**src/sv/torus_xy_route_hops_unit_macros.svh**
```systemverilog
// Assertion macros shared by the route unit RTL
`ifndef TORUS_XY_ROUTE_HOPS_UNIT_MACROS_SVH
`define TORUS_XY_ROUTE_HOPS_UNIT_MACROS_SVH

// same-cycle implication, disabled while reset is asserted
`define TXYR_ASSERT_NOW(label, clk, rst_n, ante, cons) \
    label: assert property (@(posedge clk) disable iff (!(rst_n)) (ante) |-> (cons)) \
        else $error("txyr assertion failed");

// next-cycle implication, disabled while reset is asserted
`define TXYR_ASSERT_NEXT(label, clk, rst_n, ante, cons) \
    label: assert property (@(posedge clk) disable iff (!(rst_n)) (ante) |=> (cons)) \
        else $error("txyr assertion failed");

`endif

```
**src/sv/txyr_pkg.sv**
```systemverilog
// Shared types and constants of the torus XY route unit
`timescale 1ns / 1ps

package txyr_pkg;

    localparam int ID_W  = 10;
    localparam int CFG_W = 6;

    localparam logic [CFG_W-1:0] TORUS_SIDE_RST = 6'd4;

    localparam int DIV_CNT_W = 4;
    localparam logic [DIV_CNT_W-1:0] DIV_STEPS = 4'd10;

    typedef enum logic [2:0] {
        ST_IDLE,
        ST_SINGLE,
        ST_DIV_SRC,
        ST_DIV_DST,
        ST_WALK_X,
        ST_WALK_Y
    } t_state;

endpackage

```
**src/sv/txyr_if.sv**
```systemverilog
// Channel interfaces of the torus XY route unit
`timescale 1ns / 1ps

interface txyr_cfg_if;
    logic                      valid;
    logic                      ready;
    logic [txyr_pkg::CFG_W-1:0] torus_side;

    modport source (output valid, output torus_side, input ready);
    modport sink   (input valid, input torus_side, output ready);
endinterface

interface txyr_req_if;
    logic                     valid;
    logic                     ready;
    logic [txyr_pkg::ID_W-1:0] source_node;
    logic [txyr_pkg::ID_W-1:0] target_node;

    modport source (output valid, output source_node, output target_node, input ready);
    modport sink   (input valid, input source_node, input target_node, output ready);
endinterface

interface txyr_hop_if;
    logic                     valid;
    logic                     ready;
    logic [txyr_pkg::ID_W-1:0] hop_from;
    logic [txyr_pkg::ID_W-1:0] hop_to;
    logic                     hop_dim;
    logic                     hop_positive;
    logic                     no_hop;
    logic                     bad_id;
    logic                     last_hop;

    modport source (output valid, output hop_from, output hop_to, output hop_dim,
                    output hop_positive, output no_hop, output bad_id, output last_hop,
                    input ready);
    modport sink   (input valid, input hop_from, input hop_to, input hop_dim,
                    input hop_positive, input no_hop, input bad_id, input last_hop,
                    output ready);
endinterface

```
**src/sv/txyr_divider.sv**
```systemverilog
// Bit-serial restoring divider that splits a node id into row and column
`timescale 1ns / 1ps
`include "torus_xy_route_hops_unit_macros.svh"

module txyr_divider #(
    parameter int CW = 5,
    parameter int SW = 6
) (
    input  logic                      i_clk,
    input  logic                      i_rst_n,
    input  logic                      i_start,
    input  logic [txyr_pkg::ID_W-1:0] i_dividend,
    input  logic [SW-1:0]             i_divisor,
    output logic                      o_done,
    output logic [CW-1:0]             o_quotient,
    output logic [CW-1:0]             o_remainder
);

    logic [txyr_pkg::DIV_CNT_W-1:0] r_cnt;
    logic                           r_done;
    logic [txyr_pkg::ID_W-1:0]      r_dvd;
    logic [CW-1:0]                  r_rem;
    logic [CW-1:0]                  r_quo;
    logic [SW-1:0]                  r_dsr;

    logic [CW:0]   w_shift;
    logic [CW+1:0] w_trial;
    logic          w_take;

    always_comb begin
        w_shift = {r_rem, r_dvd[txyr_pkg::ID_W-1]};
        w_trial = {1'b0, w_shift} - (CW+2)'(r_dsr);
        w_take  = ~w_trial[CW+1];
    end

    always_ff @(posedge i_clk) begin
        if (!i_rst_n) begin
            r_cnt  <= '0;
            r_done <= 1'b0;
        end else if (i_start) begin
            r_cnt  <= txyr_pkg::DIV_STEPS;
            r_done <= 1'b0;
        end else begin
            r_done <= (r_cnt == txyr_pkg::DIV_CNT_W'(1));
            if (r_cnt != '0) begin
                r_cnt <= r_cnt - txyr_pkg::DIV_CNT_W'(1);
            end
        end
    end

    always_ff @(posedge i_clk) begin
        if (i_start) begin
            r_dvd <= i_dividend;
            r_dsr <= i_divisor;
            r_rem <= '0;
            r_quo <= '0;
        end else if (r_cnt != '0) begin
            r_dvd <= {r_dvd[txyr_pkg::ID_W-2:0], 1'b0};
            r_rem <= w_take ? w_trial[CW-1:0] : w_shift[CW-1:0];
            r_quo <= CW'({r_quo, w_take});
        end
    end

    assign o_done      = r_done;
    assign o_quotient  = r_quo;
    assign o_remainder = r_rem;

    `TXYR_ASSERT_NOW(a_start_when_free, i_clk, i_rst_n, i_start, r_cnt == '0)
    `TXYR_ASSERT_NOW(a_done_after_count, i_clk, i_rst_n, r_done, r_cnt == '0)
    `TXYR_ASSERT_NEXT(a_start_loads_count, i_clk, i_rst_n, i_start,
        r_cnt == txyr_pkg::DIV_STEPS)

endmodule

```
**src/sv/torus_xy_route_hops_unit.sv**
```systemverilog
// Top level: dimension-order XY route on a square 2D torus, one hop per transaction
//
// Channels: i_cfg writes the torus side (always ready, write only while idle);
// i_req takes a source and target node id; o_hop returns the hops of the route
// in order, X along the source row first, then Y along the target column, each
// in the shorter ring direction, with last_hop on the final one.
// An id not below side squared gives one transaction with bad_id set; equal
// ids give one transaction with no_hop set. A side above MAX_SIDE saturates.
// Order: a special case goes from ST_SINGLE into the output register; otherwise
// the shared bit-serial divider splits source then target id, and then the walk
// gives one hop a cycle while o_hop does not stall, with no hop in the state that
// turns from X to Y. One request at a time: i_req.ready is low while a route is
// in flight.
// When o_hop stalls, the output register holds and the walk waits.
// Reset: side returns to 4, the sequencer to idle, o_hop.valid drops.
`timescale 1ns / 1ps
`include "torus_xy_route_hops_unit_macros.svh"

module torus_xy_route_hops_unit #(
    parameter int MAX_SIDE = 32
) (
    input  logic  i_clk,
    input  logic  i_rst_n,
    txyr_cfg_if.sink   i_cfg,
    txyr_req_if.sink   i_req,
    txyr_hop_if.source o_hop
);

    localparam int IW   = txyr_pkg::ID_W;
    localparam int CW   = (MAX_SIDE > 2) ? $clog2(MAX_SIDE) : 1;
    localparam int SW   = $clog2(MAX_SIDE + 1);
    localparam int SQW  = 2 * SW;
    localparam int CMPW = (SQW > IW) ? SQW : IW;

    txyr_pkg::t_state r_state, n_state;

    logic [txyr_pkg::CFG_W-1:0] r_torus_side;

    logic [IW-1:0] r_src, n_src;
    logic [IW-1:0] r_dst, n_dst;
    logic          r_bad, n_bad;
    logic [CW-1:0] r_cur_row, n_cur_row;
    logic [CW-1:0] r_cur_col, n_cur_col;
    logic [CW-1:0] r_goal_row, n_goal_row;
    logic [CW-1:0] r_goal_col, n_goal_col;
    logic          r_dir, n_dir;
    logic [IW-1:0] r_base, n_base;

    logic          r_out_valid, n_out_valid;
    logic [IW-1:0] r_out_from, n_out_from;
    logic [IW-1:0] r_out_to, n_out_to;
    logic          r_out_dim, n_out_dim;
    logic          r_out_pos, n_out_pos;
    logic          r_out_none, n_out_none;
    logic          r_out_bad, n_out_bad;
    logic          r_out_last, n_out_last;

    logic [SW-1:0]  w_side;
    logic [SW-1:0]  w_half;
    logic [SQW-1:0] w_sq;
    logic           w_out_free;
    logic           w_req_bad;

    logic          w_div_start;
    logic [IW-1:0] w_div_dvd;
    logic          w_div_done;
    logic [CW-1:0] w_div_quo;
    logic [CW-1:0] w_div_rem;

    logic [CW-1:0] w_pick_a, w_pick_b;
    logic [CW:0]   w_diff;
    logic          w_pick_dir;

    logic [CW-1:0] w_pos;
    logic [CW:0]   w_inc;
    logic [CW-1:0] w_nxt;
    logic [IW-1:0] w_next_base;

    always_comb begin
        w_side = (r_torus_side > txyr_pkg::CFG_W'(MAX_SIDE)) ? SW'(MAX_SIDE)
                                                             : r_torus_side[SW-1:0];
        w_half = w_side >> 1;
        w_sq   = SQW'(w_side) * SQW'(w_side);
        w_out_free = ~r_out_valid | o_hop.ready;
        w_req_bad  = (CMPW'(i_req.source_node) >= CMPW'(w_sq))
                   | (CMPW'(i_req.target_node) >= CMPW'(w_sq));
    end

    // shorter ring direction, positive on a tie when a < b
    always_comb begin
        if (r_state == txyr_pkg::ST_DIV_DST) begin
            w_pick_a = r_cur_col;
            w_pick_b = w_div_rem;
        end else begin
            w_pick_a = r_cur_row;
            w_pick_b = r_goal_row;
        end
        if (w_pick_a < w_pick_b) begin
            w_diff     = (CW+1)'(w_pick_b) - (CW+1)'(w_pick_a);
            w_pick_dir = ((SW+CW+1)'(w_diff) <= (SW+CW+1)'(w_half));
        end else begin
            w_diff     = (CW+1)'(w_pick_a) - (CW+1)'(w_pick_b);
            w_pick_dir = ~((SW+CW+1)'(w_diff) <= (SW+CW+1)'(w_half));
        end
    end

    // one ring step of the current coordinate
    always_comb begin
        w_pos = (r_state == txyr_pkg::ST_WALK_Y) ? r_cur_row : r_cur_col;
        w_inc = (CW+1)'(w_pos) + (CW+1)'(1);
        if (r_dir) begin
            w_nxt = (w_inc >= (CW+1)'(w_side)) ? '0 : w_inc[CW-1:0];
        end else begin
            w_nxt = (w_pos == '0) ? CW'(w_side - SW'(1)) : w_pos - CW'(1);
        end
        if (r_dir) begin
            w_next_base = (w_nxt == '0) ? '0 : r_base + IW'(w_side);
        end else begin
            w_next_base = (w_nxt == CW'(w_side - SW'(1))) ? IW'(w_sq - SQW'(w_side))
                                                           : r_base - IW'(w_side);
        end
    end

    always_comb begin
        n_state     = r_state;
        n_src       = r_src;
        n_dst       = r_dst;
        n_bad       = r_bad;
        n_cur_row   = r_cur_row;
        n_cur_col   = r_cur_col;
        n_goal_row  = r_goal_row;
        n_goal_col  = r_goal_col;
        n_dir       = r_dir;
        n_base      = r_base;
        n_out_valid = r_out_valid & ~o_hop.ready;
        n_out_from  = r_out_from;
        n_out_to    = r_out_to;
        n_out_dim   = r_out_dim;
        n_out_pos   = r_out_pos;
        n_out_none  = r_out_none;
        n_out_bad   = r_out_bad;
        n_out_last  = r_out_last;
        w_div_start = 1'b0;
        w_div_dvd   = r_dst;

        case (r_state)
            txyr_pkg::ST_IDLE: begin
                w_div_dvd = i_req.source_node;
                if (i_req.valid) begin
                    n_src = i_req.source_node;
                    n_dst = i_req.target_node;
                    n_bad = w_req_bad;
                    if (w_req_bad || (i_req.source_node == i_req.target_node)) begin
                        n_state = txyr_pkg::ST_SINGLE;
                    end else begin
                        w_div_start = 1'b1;
                        n_state     = txyr_pkg::ST_DIV_SRC;
                    end
                end
            end
            txyr_pkg::ST_SINGLE: begin
                if (w_out_free) begin
                    n_out_valid = 1'b1;
                    n_out_from  = r_src;
                    n_out_to    = r_bad ? r_dst : r_src;
                    n_out_dim   = 1'b0;
                    n_out_pos   = 1'b0;
                    n_out_none  = ~r_bad;
                    n_out_bad   = r_bad;
                    n_out_last  = 1'b1;
                    n_state     = txyr_pkg::ST_IDLE;
                end
            end
            txyr_pkg::ST_DIV_SRC: begin
                if (w_div_done) begin
                    n_cur_row   = w_div_quo;
                    n_cur_col   = w_div_rem;
                    n_base      = r_src - IW'(w_div_rem);
                    w_div_start = 1'b1;
                    n_state     = txyr_pkg::ST_DIV_DST;
                end
            end
            txyr_pkg::ST_DIV_DST: begin
                if (w_div_done) begin
                    n_goal_row = w_div_quo;
                    n_goal_col = w_div_rem;
                    n_dir      = w_pick_dir;
                    n_state    = txyr_pkg::ST_WALK_X;
                end
            end
            txyr_pkg::ST_WALK_X: begin
                if (r_cur_col == r_goal_col) begin
                    n_dir   = w_pick_dir;
                    n_state = txyr_pkg::ST_WALK_Y;
                end else if (w_out_free) begin
                    n_out_valid = 1'b1;
                    n_out_from  = r_base + IW'(r_cur_col);
                    n_out_to    = r_base + IW'(w_nxt);
                    n_out_dim   = 1'b0;
                    n_out_pos   = r_dir;
                    n_out_none  = 1'b0;
                    n_out_bad   = 1'b0;
                    n_out_last  = (w_nxt == r_goal_col) && (r_cur_row == r_goal_row);
                    n_cur_col   = w_nxt;
                    if (n_out_last) begin
                        n_state = txyr_pkg::ST_IDLE;
                    end
                end
            end
            txyr_pkg::ST_WALK_Y: begin
                if (w_out_free) begin
                    n_out_valid = 1'b1;
                    n_out_from  = r_base + IW'(r_goal_col);
                    n_out_to    = w_next_base + IW'(r_goal_col);
                    n_out_dim   = 1'b1;
                    n_out_pos   = r_dir;
                    n_out_none  = 1'b0;
                    n_out_bad   = 1'b0;
                    n_out_last  = (w_nxt == r_goal_row);
                    n_cur_row   = w_nxt;
                    n_base      = w_next_base;
                    if (n_out_last) begin
                        n_state = txyr_pkg::ST_IDLE;
                    end
                end
            end
            default: begin
                n_state = txyr_pkg::ST_IDLE;
            end
        endcase
    end

    always_ff @(posedge i_clk) begin
        if (!i_rst_n) begin
            r_state      <= txyr_pkg::ST_IDLE;
            r_out_valid  <= 1'b0;
            r_torus_side <= txyr_pkg::TORUS_SIDE_RST;
        end else begin
            r_state     <= n_state;
            r_out_valid <= n_out_valid;
            if (i_cfg.valid) begin
                r_torus_side <= i_cfg.torus_side;
            end
        end
    end

    always_ff @(posedge i_clk) begin
        r_src      <= n_src;
        r_dst      <= n_dst;
        r_bad      <= n_bad;
        r_cur_row  <= n_cur_row;
        r_cur_col  <= n_cur_col;
        r_goal_row <= n_goal_row;
        r_goal_col <= n_goal_col;
        r_dir      <= n_dir;
        r_base     <= n_base;
        r_out_from <= n_out_from;
        r_out_to   <= n_out_to;
        r_out_dim  <= n_out_dim;
        r_out_pos  <= n_out_pos;
        r_out_none <= n_out_none;
        r_out_bad  <= n_out_bad;
        r_out_last <= n_out_last;
    end

    txyr_divider #(
        .CW (CW),
        .SW (SW)
    ) u_divider (
        .i_clk       (i_clk),
        .i_rst_n     (i_rst_n),
        .i_start     (w_div_start),
        .i_dividend  (w_div_dvd),
        .i_divisor   (w_side),
        .o_done      (w_div_done),
        .o_quotient  (w_div_quo),
        .o_remainder (w_div_rem)
    );

    assign i_cfg.ready = 1'b1;
    assign i_req.ready = (r_state == txyr_pkg::ST_IDLE);

    assign o_hop.valid        = r_out_valid;
    assign o_hop.hop_from     = r_out_from;
    assign o_hop.hop_to       = r_out_to;
    assign o_hop.hop_dim      = r_out_dim;
    assign o_hop.hop_positive = r_out_pos;
    assign o_hop.no_hop       = r_out_none;
    assign o_hop.bad_id       = r_out_bad;
    assign o_hop.last_hop     = r_out_last;

    `TXYR_ASSERT_NEXT(a_busy_after_req, i_clk, i_rst_n,
        i_req.valid && i_req.ready, r_state != txyr_pkg::ST_IDLE)
    `TXYR_ASSERT_NOW(a_special_is_last, i_clk, i_rst_n,
        r_out_valid && (r_out_none || r_out_bad), r_out_last)
    `TXYR_ASSERT_NOW(a_hop_moves, i_clk, i_rst_n,
        r_out_valid && !r_out_none && !r_out_bad, r_out_from != r_out_to)
    `TXYR_ASSERT_NOW(a_div_done_in_split, i_clk, i_rst_n, w_div_done,
        (r_state == txyr_pkg::ST_DIV_SRC) || (r_state == txyr_pkg::ST_DIV_DST))

endmodule

```
**src/flat_wrapper.sv**
```systemverilog
// flat-port wrapper written by rule: the top's interface ports become plain ports
module torus_xy_route_hops_unit_flat 
#(
    parameter int MAX_SIDE = 32
)
  (i_clk, i_rst_n, i_cfg_valid, i_cfg_torus_side, i_cfg_ready, i_req_valid, i_req_source_node, i_req_target_node, i_req_ready, o_hop_valid, o_hop_hop_from, o_hop_hop_to, o_hop_hop_dim, o_hop_hop_positive, o_hop_no_hop, o_hop_bad_id, o_hop_last_hop, o_hop_ready);
  txyr_cfg_if i_cfg_i ();
  txyr_req_if i_req_i ();
  txyr_hop_if o_hop_i ();
  input  logic i_clk;
  input  logic i_rst_n;
  input wire logic [$bits(i_cfg_i.valid)-1:0] i_cfg_valid;
  input wire logic [$bits(i_cfg_i.torus_side)-1:0] i_cfg_torus_side;
  output wire logic [$bits(i_cfg_i.ready)-1:0] i_cfg_ready;
  input wire logic [$bits(i_req_i.valid)-1:0] i_req_valid;
  input wire logic [$bits(i_req_i.source_node)-1:0] i_req_source_node;
  input wire logic [$bits(i_req_i.target_node)-1:0] i_req_target_node;
  output wire logic [$bits(i_req_i.ready)-1:0] i_req_ready;
  output wire logic [$bits(o_hop_i.valid)-1:0] o_hop_valid;
  output wire logic [$bits(o_hop_i.hop_from)-1:0] o_hop_hop_from;
  output wire logic [$bits(o_hop_i.hop_to)-1:0] o_hop_hop_to;
  output wire logic [$bits(o_hop_i.hop_dim)-1:0] o_hop_hop_dim;
  output wire logic [$bits(o_hop_i.hop_positive)-1:0] o_hop_hop_positive;
  output wire logic [$bits(o_hop_i.no_hop)-1:0] o_hop_no_hop;
  output wire logic [$bits(o_hop_i.bad_id)-1:0] o_hop_bad_id;
  output wire logic [$bits(o_hop_i.last_hop)-1:0] o_hop_last_hop;
  input wire logic [$bits(o_hop_i.ready)-1:0] o_hop_ready;
  assign i_cfg_i.valid = i_cfg_valid;
  assign i_cfg_i.torus_side = i_cfg_torus_side;
  assign i_cfg_ready = i_cfg_i.ready;
  assign i_req_i.valid = i_req_valid;
  assign i_req_i.source_node = i_req_source_node;
  assign i_req_i.target_node = i_req_target_node;
  assign i_req_ready = i_req_i.ready;
  assign o_hop_valid = o_hop_i.valid;
  assign o_hop_hop_from = o_hop_i.hop_from;
  assign o_hop_hop_to = o_hop_i.hop_to;
  assign o_hop_hop_dim = o_hop_i.hop_dim;
  assign o_hop_hop_positive = o_hop_i.hop_positive;
  assign o_hop_no_hop = o_hop_i.no_hop;
  assign o_hop_bad_id = o_hop_i.bad_id;
  assign o_hop_last_hop = o_hop_i.last_hop;
  assign o_hop_i.ready = o_hop_ready;
  torus_xy_route_hops_unit #(.MAX_SIDE(MAX_SIDE)) u_core (.i_clk(i_clk), .i_rst_n(i_rst_n), .i_cfg(i_cfg_i), .i_req(i_req_i), .o_hop(o_hop_i));
endmodule
```
**config.mk**
```make
export PLATFORM = sky130hd
export DESIGN_NAME = torus_xy_route_hops_unit_flat
export DESIGN_NICKNAME = d
export VERILOG_FILES = /design/src/sv/txyr_pkg.sv /design/src/sv/txyr_if.sv /design/src/sv/txyr_divider.sv /design/src/sv/torus_xy_route_hops_unit.sv /design/src/flat_wrapper.sv
export VERILOG_INCLUDE_DIRS = /design/src /design/src/sv
export SDC_FILE = /design/constraint.sdc
export NUM_CORES = 1
export LEC_CHECK = 0
export ABC_AREA = 1
export BUFFER_PORTS_ARGS = -buffer_cell sky130_fd_sc_hd__buf_2
export CAP_MARGIN = 25
export CORE_ASPECT_RATIO = 0.5
export CORE_MARGIN = 3
export CORE_UTILIZATION = 40
export DETAILED_ROUTE_END_ITERATION = 8
export GPL_ROUTABILITY_DRIVEN = 1
export PLACE_DENSITY = 0.65
export SLEW_MARGIN = 20
export SYNTH_ARGS = -nofsm -noshare
export SYNTH_HDL_FRONTEND = slang
export SYNTH_SLANG_ARGS = --single-unit
```
**constraint.sdc**
```tcl
create_clock -name i_clk -period 16.95 [get_ports i_clk]
set_input_delay 0.8475 -clock i_clk [delete_from_list [all_inputs] [get_ports i_clk]]
set_output_delay 0.8475 -clock i_clk [all_outputs]
set_load 0.01 [all_outputs]
```
# == Yosys cells after proc, flatten, opt, wreduce, memory -nomap -nowiden ==
# Cells that the tools add are included.
# word_totals
input_bits,31
elab_cells,181
ff_bits,118
# op_classes
multipliers,1
add_sub_neg,15
eq_ne,23
n_mux,78
n_reduce_logical,22
magnitude_cmp,7
bitwise_logic,9
# ops
cell,count
2-to-1 mux 10 bit,17
one-hot mux 10 bit (3 select lines),2
2-to-1 mux 5 bit,11
adder 10 x 5 -> 10 bit,4
2-to-1 mux 3 bit,9
equality test 5 bit,5
>= comparator 10 x 12 -> 1 bit,2
2-to-1 mux 1 bit,23
one-hot mux 10 bit (2 select lines),1
one-hot mux 5 bit (2 select lines),2
subtractor 10 x 6 -> 10 bit,2
one-hot mux 3 bit (6 select lines),1
one-hot mux 1 bit (3 select lines),5
less-or-equal comparator 6 x 5 -> 1 bit,2
multiplier 6 x 6 -> 12 bit,1
AND reduction 3 bit,4
subtractor 5 x 5 -> 6 bit,2
adder 10 x 6 -> 10 bit,1
equality test 10 bit,1
zero test 5 bit,2
"!= test 2 bit, second input constant",5
subtractor 10 x 5 -> 10 bit,1
"subtractor 5 x 1 -> 5 bit, second input constant",2
2-to-1 mux 4 bit,2
other kinds (29),48

# == Longest topological paths before layout ==
# depth
word_depth,12
ltp_mapped,42
mapped_depth_nobuf,41

# == Cells and area by module ==
# From an unflattened synthesis, not the netlist that was laid out.
# hier_totals
cells_unflattened,1257
area_unflattened_um2,9804.4
# by_module_without_submodules
mod,seq_area_each_um2,n_inst,area_each_um2,cells_per_inst
torus_xy_route_hops_unit,2512.4,1,8343.0,1097
txyr_divider,780.7,1,1461.4,160

# == Worst setup path after synthesis ==
# No wires, ideal clock.
# synth_path
kind,reg-to-reg
startpoint,register u_core.r_state[0]
endpoint,"register u_core.r_out_to[8] (netlist: u_core.o_hop.hop_to[8]), data pin"
n_path_buf,2
arrival_time_ns,5.377
synth_period_minus_slack_ns,5.643
setup_slack_ns,11.307
path_stages_with_launch,36
t_required_ns,16.684
path_cell_list,dfxtp_1 > buf_4 > nand3_4 > o21ai_2 > inv_2 > ha_1 > nand2_1 > o21ai_1 > and2_1 > ha_1 > nand2_1 > inv_1 > nand3_1 > nand3_1 > nor3b_1 > nand2_1 > nand3b_1 > nand2_2 > nor2_4 > nand3_4 > buf_6 > inv_1 > nand2_1 > o21ai_0 > ha_1 > fa_1 > o21a_1 > fa_1 > o31ai_1 > inv_1 > nor2_1 > o21ai_1 > nor2_1 > nand2_1 > nand3_1 > nand4_1
# synth_via
elab_chain_len,12
elab_cells_between_ends,22
# synth_rtl
item,line,text
from (decl),torus_xy_route_hops_unit.sv:35,"txyr_pkg::t_state r_state, n_state;"
from (signal assigned),torus_xy_route_hops_unit.sv:235,r_state <= txyr_pkg::ST_IDLE;
from (signal assigned),torus_xy_route_hops_unit.sv:239,r_state <= n_state;
equality test 3 bit,"torus_xy_route_hops_unit.sv:109, torus_xy_route_hops_unit.sv:146",
2-to-1 mux 5 bit,torus_xy_route_hops_unit.sv:109,w_pos = (r_state == txyr_pkg::ST_WALK_Y) ? r_cur_row : r_cur_col;
adder 5 x 1 -> 6 bit,torus_xy_route_hops_unit.sv:110,w_inc = (CW+1)'(w_pos) + (CW+1)'(1);
>= comparator 6 bit,torus_xy_route_hops_unit.sv:112,w_nxt = (w_inc >= (CW+1)'(w_side)) ? '0 : w_inc[CW-1:0];
2-to-1 mux 5 bit,torus_xy_route_hops_unit.sv:112,
2-to-1 mux 5 bit,torus_xy_route_hops_unit.sv:111,if (r_dir) begin
equality test 5 bit or zero test 5 bit (tied branches),"torus_xy_route_hops_unit.sv:119, torus_xy_route_hops_unit.sv:117",
"2-to-1 mux 10 bit, on equally long branches","torus_xy_route_hops_unit.sv:119, torus_xy_route_hops_unit.sv:117",
2-to-1 mux 10 bit,torus_xy_route_hops_unit.sv:116,if (r_dir) begin
adder 10 x 5 -> 10 bit,torus_xy_route_hops_unit.sv:214,n_out_to = w_next_base + IW'(r_goal_col);
2-to-1 mux 10 bit,torus_xy_route_hops_unit.sv:211,if (w_out_free) begin
one-hot mux 10 bit (3 select lines) (*),torus_xy_route_hops_unit.sv:146,case (r_state)
via u_core.n_out_to[8],torus_xy_route_hops_unit.sv:51,"logic [IW-1:0] r_out_to, n_out_to;"
to (signal assigned),torus_xy_route_hops_unit.sv:258,r_out_to <= n_out_to;
to (decl),torus_xy_route_hops_unit.sv:51,
# Mark *: on every way through the listed nets, which the timed path passes. The rest lies on a longest branch. The select of a mux whose other input is x is not followed.
# A chain may end at the register's enable or synchronous reset.

# == Worst setup path after layout ==
# Ends and elaborated chain as after synthesis.

==> summary.txt <==
Worst hold path
  • Hold WC Path Type: flip-flop to flip-flop

STA
  • Minimum clock period: 7.04 ns
  • # setup viols final: 0
  • Unrepaired setup endpoints after global routing: false
  • Slew margin rel.: 43.4%
  • Fin. Hold Viols: 0
  • TNS Setup: 0 ns
  • Crit share post-route: 41.6%
  • Fin worst setup slack: 9.91 ns
  • WHS: 0.435 ns
  • Skew final: 0.00978 ns
  • Fmax: 142 MHz
  • Worst-Margin Slew: 0.840 ns
  • Final Max Slew Viols: 0

Logic synthesis
  • Yosys Warn Count: 0
  • Syn Std Cell Area: 9780 um2
  • Number of flops mapped to enable cells by yosys: 93
  • Post-synthesis async set-or-reset flop share: 0%
  • Distinct cells, synth: 51
  • Primary FF master, synth: edfxtp_1
  • Cells after Synth: 1229
  • Mean post-synth cell area: 7.96 um2
  • Seq/Total Area, Yosys: 33.7%
  • Flops & latches, synth: 118

Global route
  • Initial antenna violation count: 0
  • Largest net degree at the start of global routing: 37
  • Vias in the first global route: 8416
  • Total grt overflow: 0
  • Total Routing Usage GR: 23.0%
  • First-pass GRT wire length: 46000 um

Clock network
  • CTS Root Cell: clkbuf_16
  • Postcts setup bufs: 0
  • Htree depth: 4
  • TritonCTS Sinks: 118
  • CTS Buf Count: 17
  • CTS resizes: 0
  • Clock buffer depth: 2
  • Clock Latency Late Sink: 0.43 ns
  • Clock transition at path regs: 0.06 ns
  • CTS tree: built
  • # hold bufs at CTS: 0

Final layout
  • Layout net count: 1431
  • Fraction of layout cells with a size suffix above 1: 11.6%
  • Final core occ: 47.0%
  • Area growth from synthesis to layout: 12.5%
  • Filler cells: 2275
  • Final instance count without filler cells: 1604
  • Diode count: 0

Place
  • Detailed Place HPWL: 23400 um
  • Port Buffer Count: 57
  • Place WS: 10.08 ns
  • Placed Cells incl. Taps: 1571
  • RePlAce Congestion: 0.949

Routing
  • Drt pass-1 iters: 6
  • Via density: 5.45
  • Routed WL: 29400 um
  • Post-route ant nets: 0
  • WL/cell: 18.4 um
  • DRC errors left: 0
  • Violation count after the first detailed-route iteration: 839
  • Via count: 8742

Worst setup path
  • WP data arrival: 7.21 ns
  • Worst endpoint required time: 17.12 ns
  • CP Max Fanout: 26
  • Crit end category: flip-flop
  • CP Launch Type: flip-flop
  • Kind of critical path: flip-flop to flip-flop
  • Worst path max stage delay: 0.60 ns
  • Max stage delay cell, worst path: dfxtp_1
  • FF-to-FF setup slack: 9.91 ns
  • Critical Path Most Common Cell: nand3_1

Pwr
  • Power per cell area: 137 nW/um2
  • Leak Pwr: 5.10 nW
  • VDD IR-drop max: 0.0000810 V

Floorplan
  • Chip height: 117 um
  • Num rows: 39
  • Die Area: 26500 um2
  • IO Pins: 59
  • Die X: 227 um
  • Core box area: 23400 um2
  • Starting Density: 41.8%

Run
  • Max-Cap Viols: 0

Outcome
  • Outcome: finished, final reports clean
per-stage QoR:
step	area (um2)	total power [mW]
after floorplan	9800	0.916
after global placement	10400	1.09
after detailed placement	10400	1.11
after CTS	11000	1.50
after global routing	11000	1.60
final	11000	1.51
power breakdown:
group | internal (mW) | switching [mW] | total [mW] | leakage [nW]
sequential | 0.427 | 0.0572 | 0.484 | 1.07
combinational | 0.220 | 0.417 | 0.637 | 3.72
clock | 0.251 | 0.133 | 0.384 | 0.302
worst paths after layout:
kind                            cells past startpoint                           start                      to
worst max-delay path                               33               u_core.r_state[0]  u_core.o_hop.hop_to[8]
worst min-delay path                                0  u_core.u_divider.o_quotient[3]    u_core.r_goal_row[3]
worst max register to register                     33               u_core.r_state[0]  u_core.o_hop.hop_to[8]
worst min register to register                      0  u_core.u_divider.o_quotient[3]    u_core.r_goal_row[3]
synth_stat cells (5+ instances only):
cell type	count	area (um2)
nand2_1	221	830
inv_1	192	721
nor2_1	114	428
ha_1	99	1240
edfxtp_1	93	2790
o21ai_0	88	440
a21oi_1	68	340
nand3_1	50	250
xor2_1	37	324
dfxtp_1	25	500
xnor2_1	23	201
clkbuf_1	20	75.1
fa_1	17	340
nand2_2	17	106
a211oi_1	16	120
nand4_1	16	100
a31oi_1	10	62.6
nor3_1	10	50.1
o31ai_1	10	75.1
inv_2	9	33.8
a22oi_1	8	60.1
nand2_4	8	90.1
o22ai_1	7	43.8
nand3_2	6	60.1
o221ai_1	6	52.6
buf_1	5	18.8
worst max-delay path, delay by kind of cell (launching register included):
kind	cells	cell delay, ns
AO/OA/AOI/OAI	6	1.20
buffers and inverters	4	0.39
flip-flops	1	0.60
AND/OR/NAND/NOR	18	2.97
adder cells (fa/ha/maj)	5	1.62
layer usage:
layer | global-route usage [%] | share of wire [%]
met1 | 32.0 | 46
met2 | 35.1 | 43
met3 | 6.30 | 9.4
met4 | 7.14 | 2.4
met5 | 0 | 0
sequential cells by signal (all words and copies together), names as in the netlist, 6 cells and up:
signal / cells
u_core.o_hop.hop_from: 10
u_core.o_hop.hop_to: 10
u_core.r_base: 10
u_core.r_dst: 10
u_core.r_src: 10
u_core.r_torus_side: 6
u_core.u_divider.r_dsr: 6
u_core.u_divider.r_dvd: 10
placed cells by master (no fill, tap or decap), types with 3 or more instances in the layout:
cell,n
o21ai_0,88
inv_2,9
nand4_1,16
nor2_2,6
ha_1,99
nor2_4,3
o22ai_1,7
buf_2,57
nand2_1,221
nand3_2,6
o221ai_1,6
edfxtp_1,93
inv_1,192
clkbuf_16,17
xor2_1,37
clkinv_1,4
conb_1,6
fa_1,17
nor3_1,10
nand2_2,17
clkinv_2,4
o21ai_1,4
dfxtp_1,25
xnor2_1,23
nand3_1,50
a22oi_1,8
buf_4,7
nand3b_1,4
bufinv_16,4
o31ai_1,10
nand2_4,8
nor2_1,112
o211ai_1,4
a211oi_1,15
a31oi_1,10
a21oi_1,68
nor3b_1,3
kinds of logic after synthesis:
logic type,count (synthesis),synth area share (%)
and+or+nand+nor,464,21.6
buffers and inverters,235,9.22
AOI/OAI and AO/OA,234,14.0
DFF,118,33.7
adders and majority gates,116,16.1
xor gates and xnor gates,60,5.37
other,2,0.0768
final cells by class:
cell class              count  area (um2)  area share (%)
repair buffers             64         338            3.07
flip-flops and latches    118        3290            29.9
inverters                 203         762            6.92
clock inverters            11         155            1.41
clock buffers              21         460            4.18
well taps                 307         384            3.49
multi-input cells         880        5610            51.0
(Power assumes the default switching activity.)
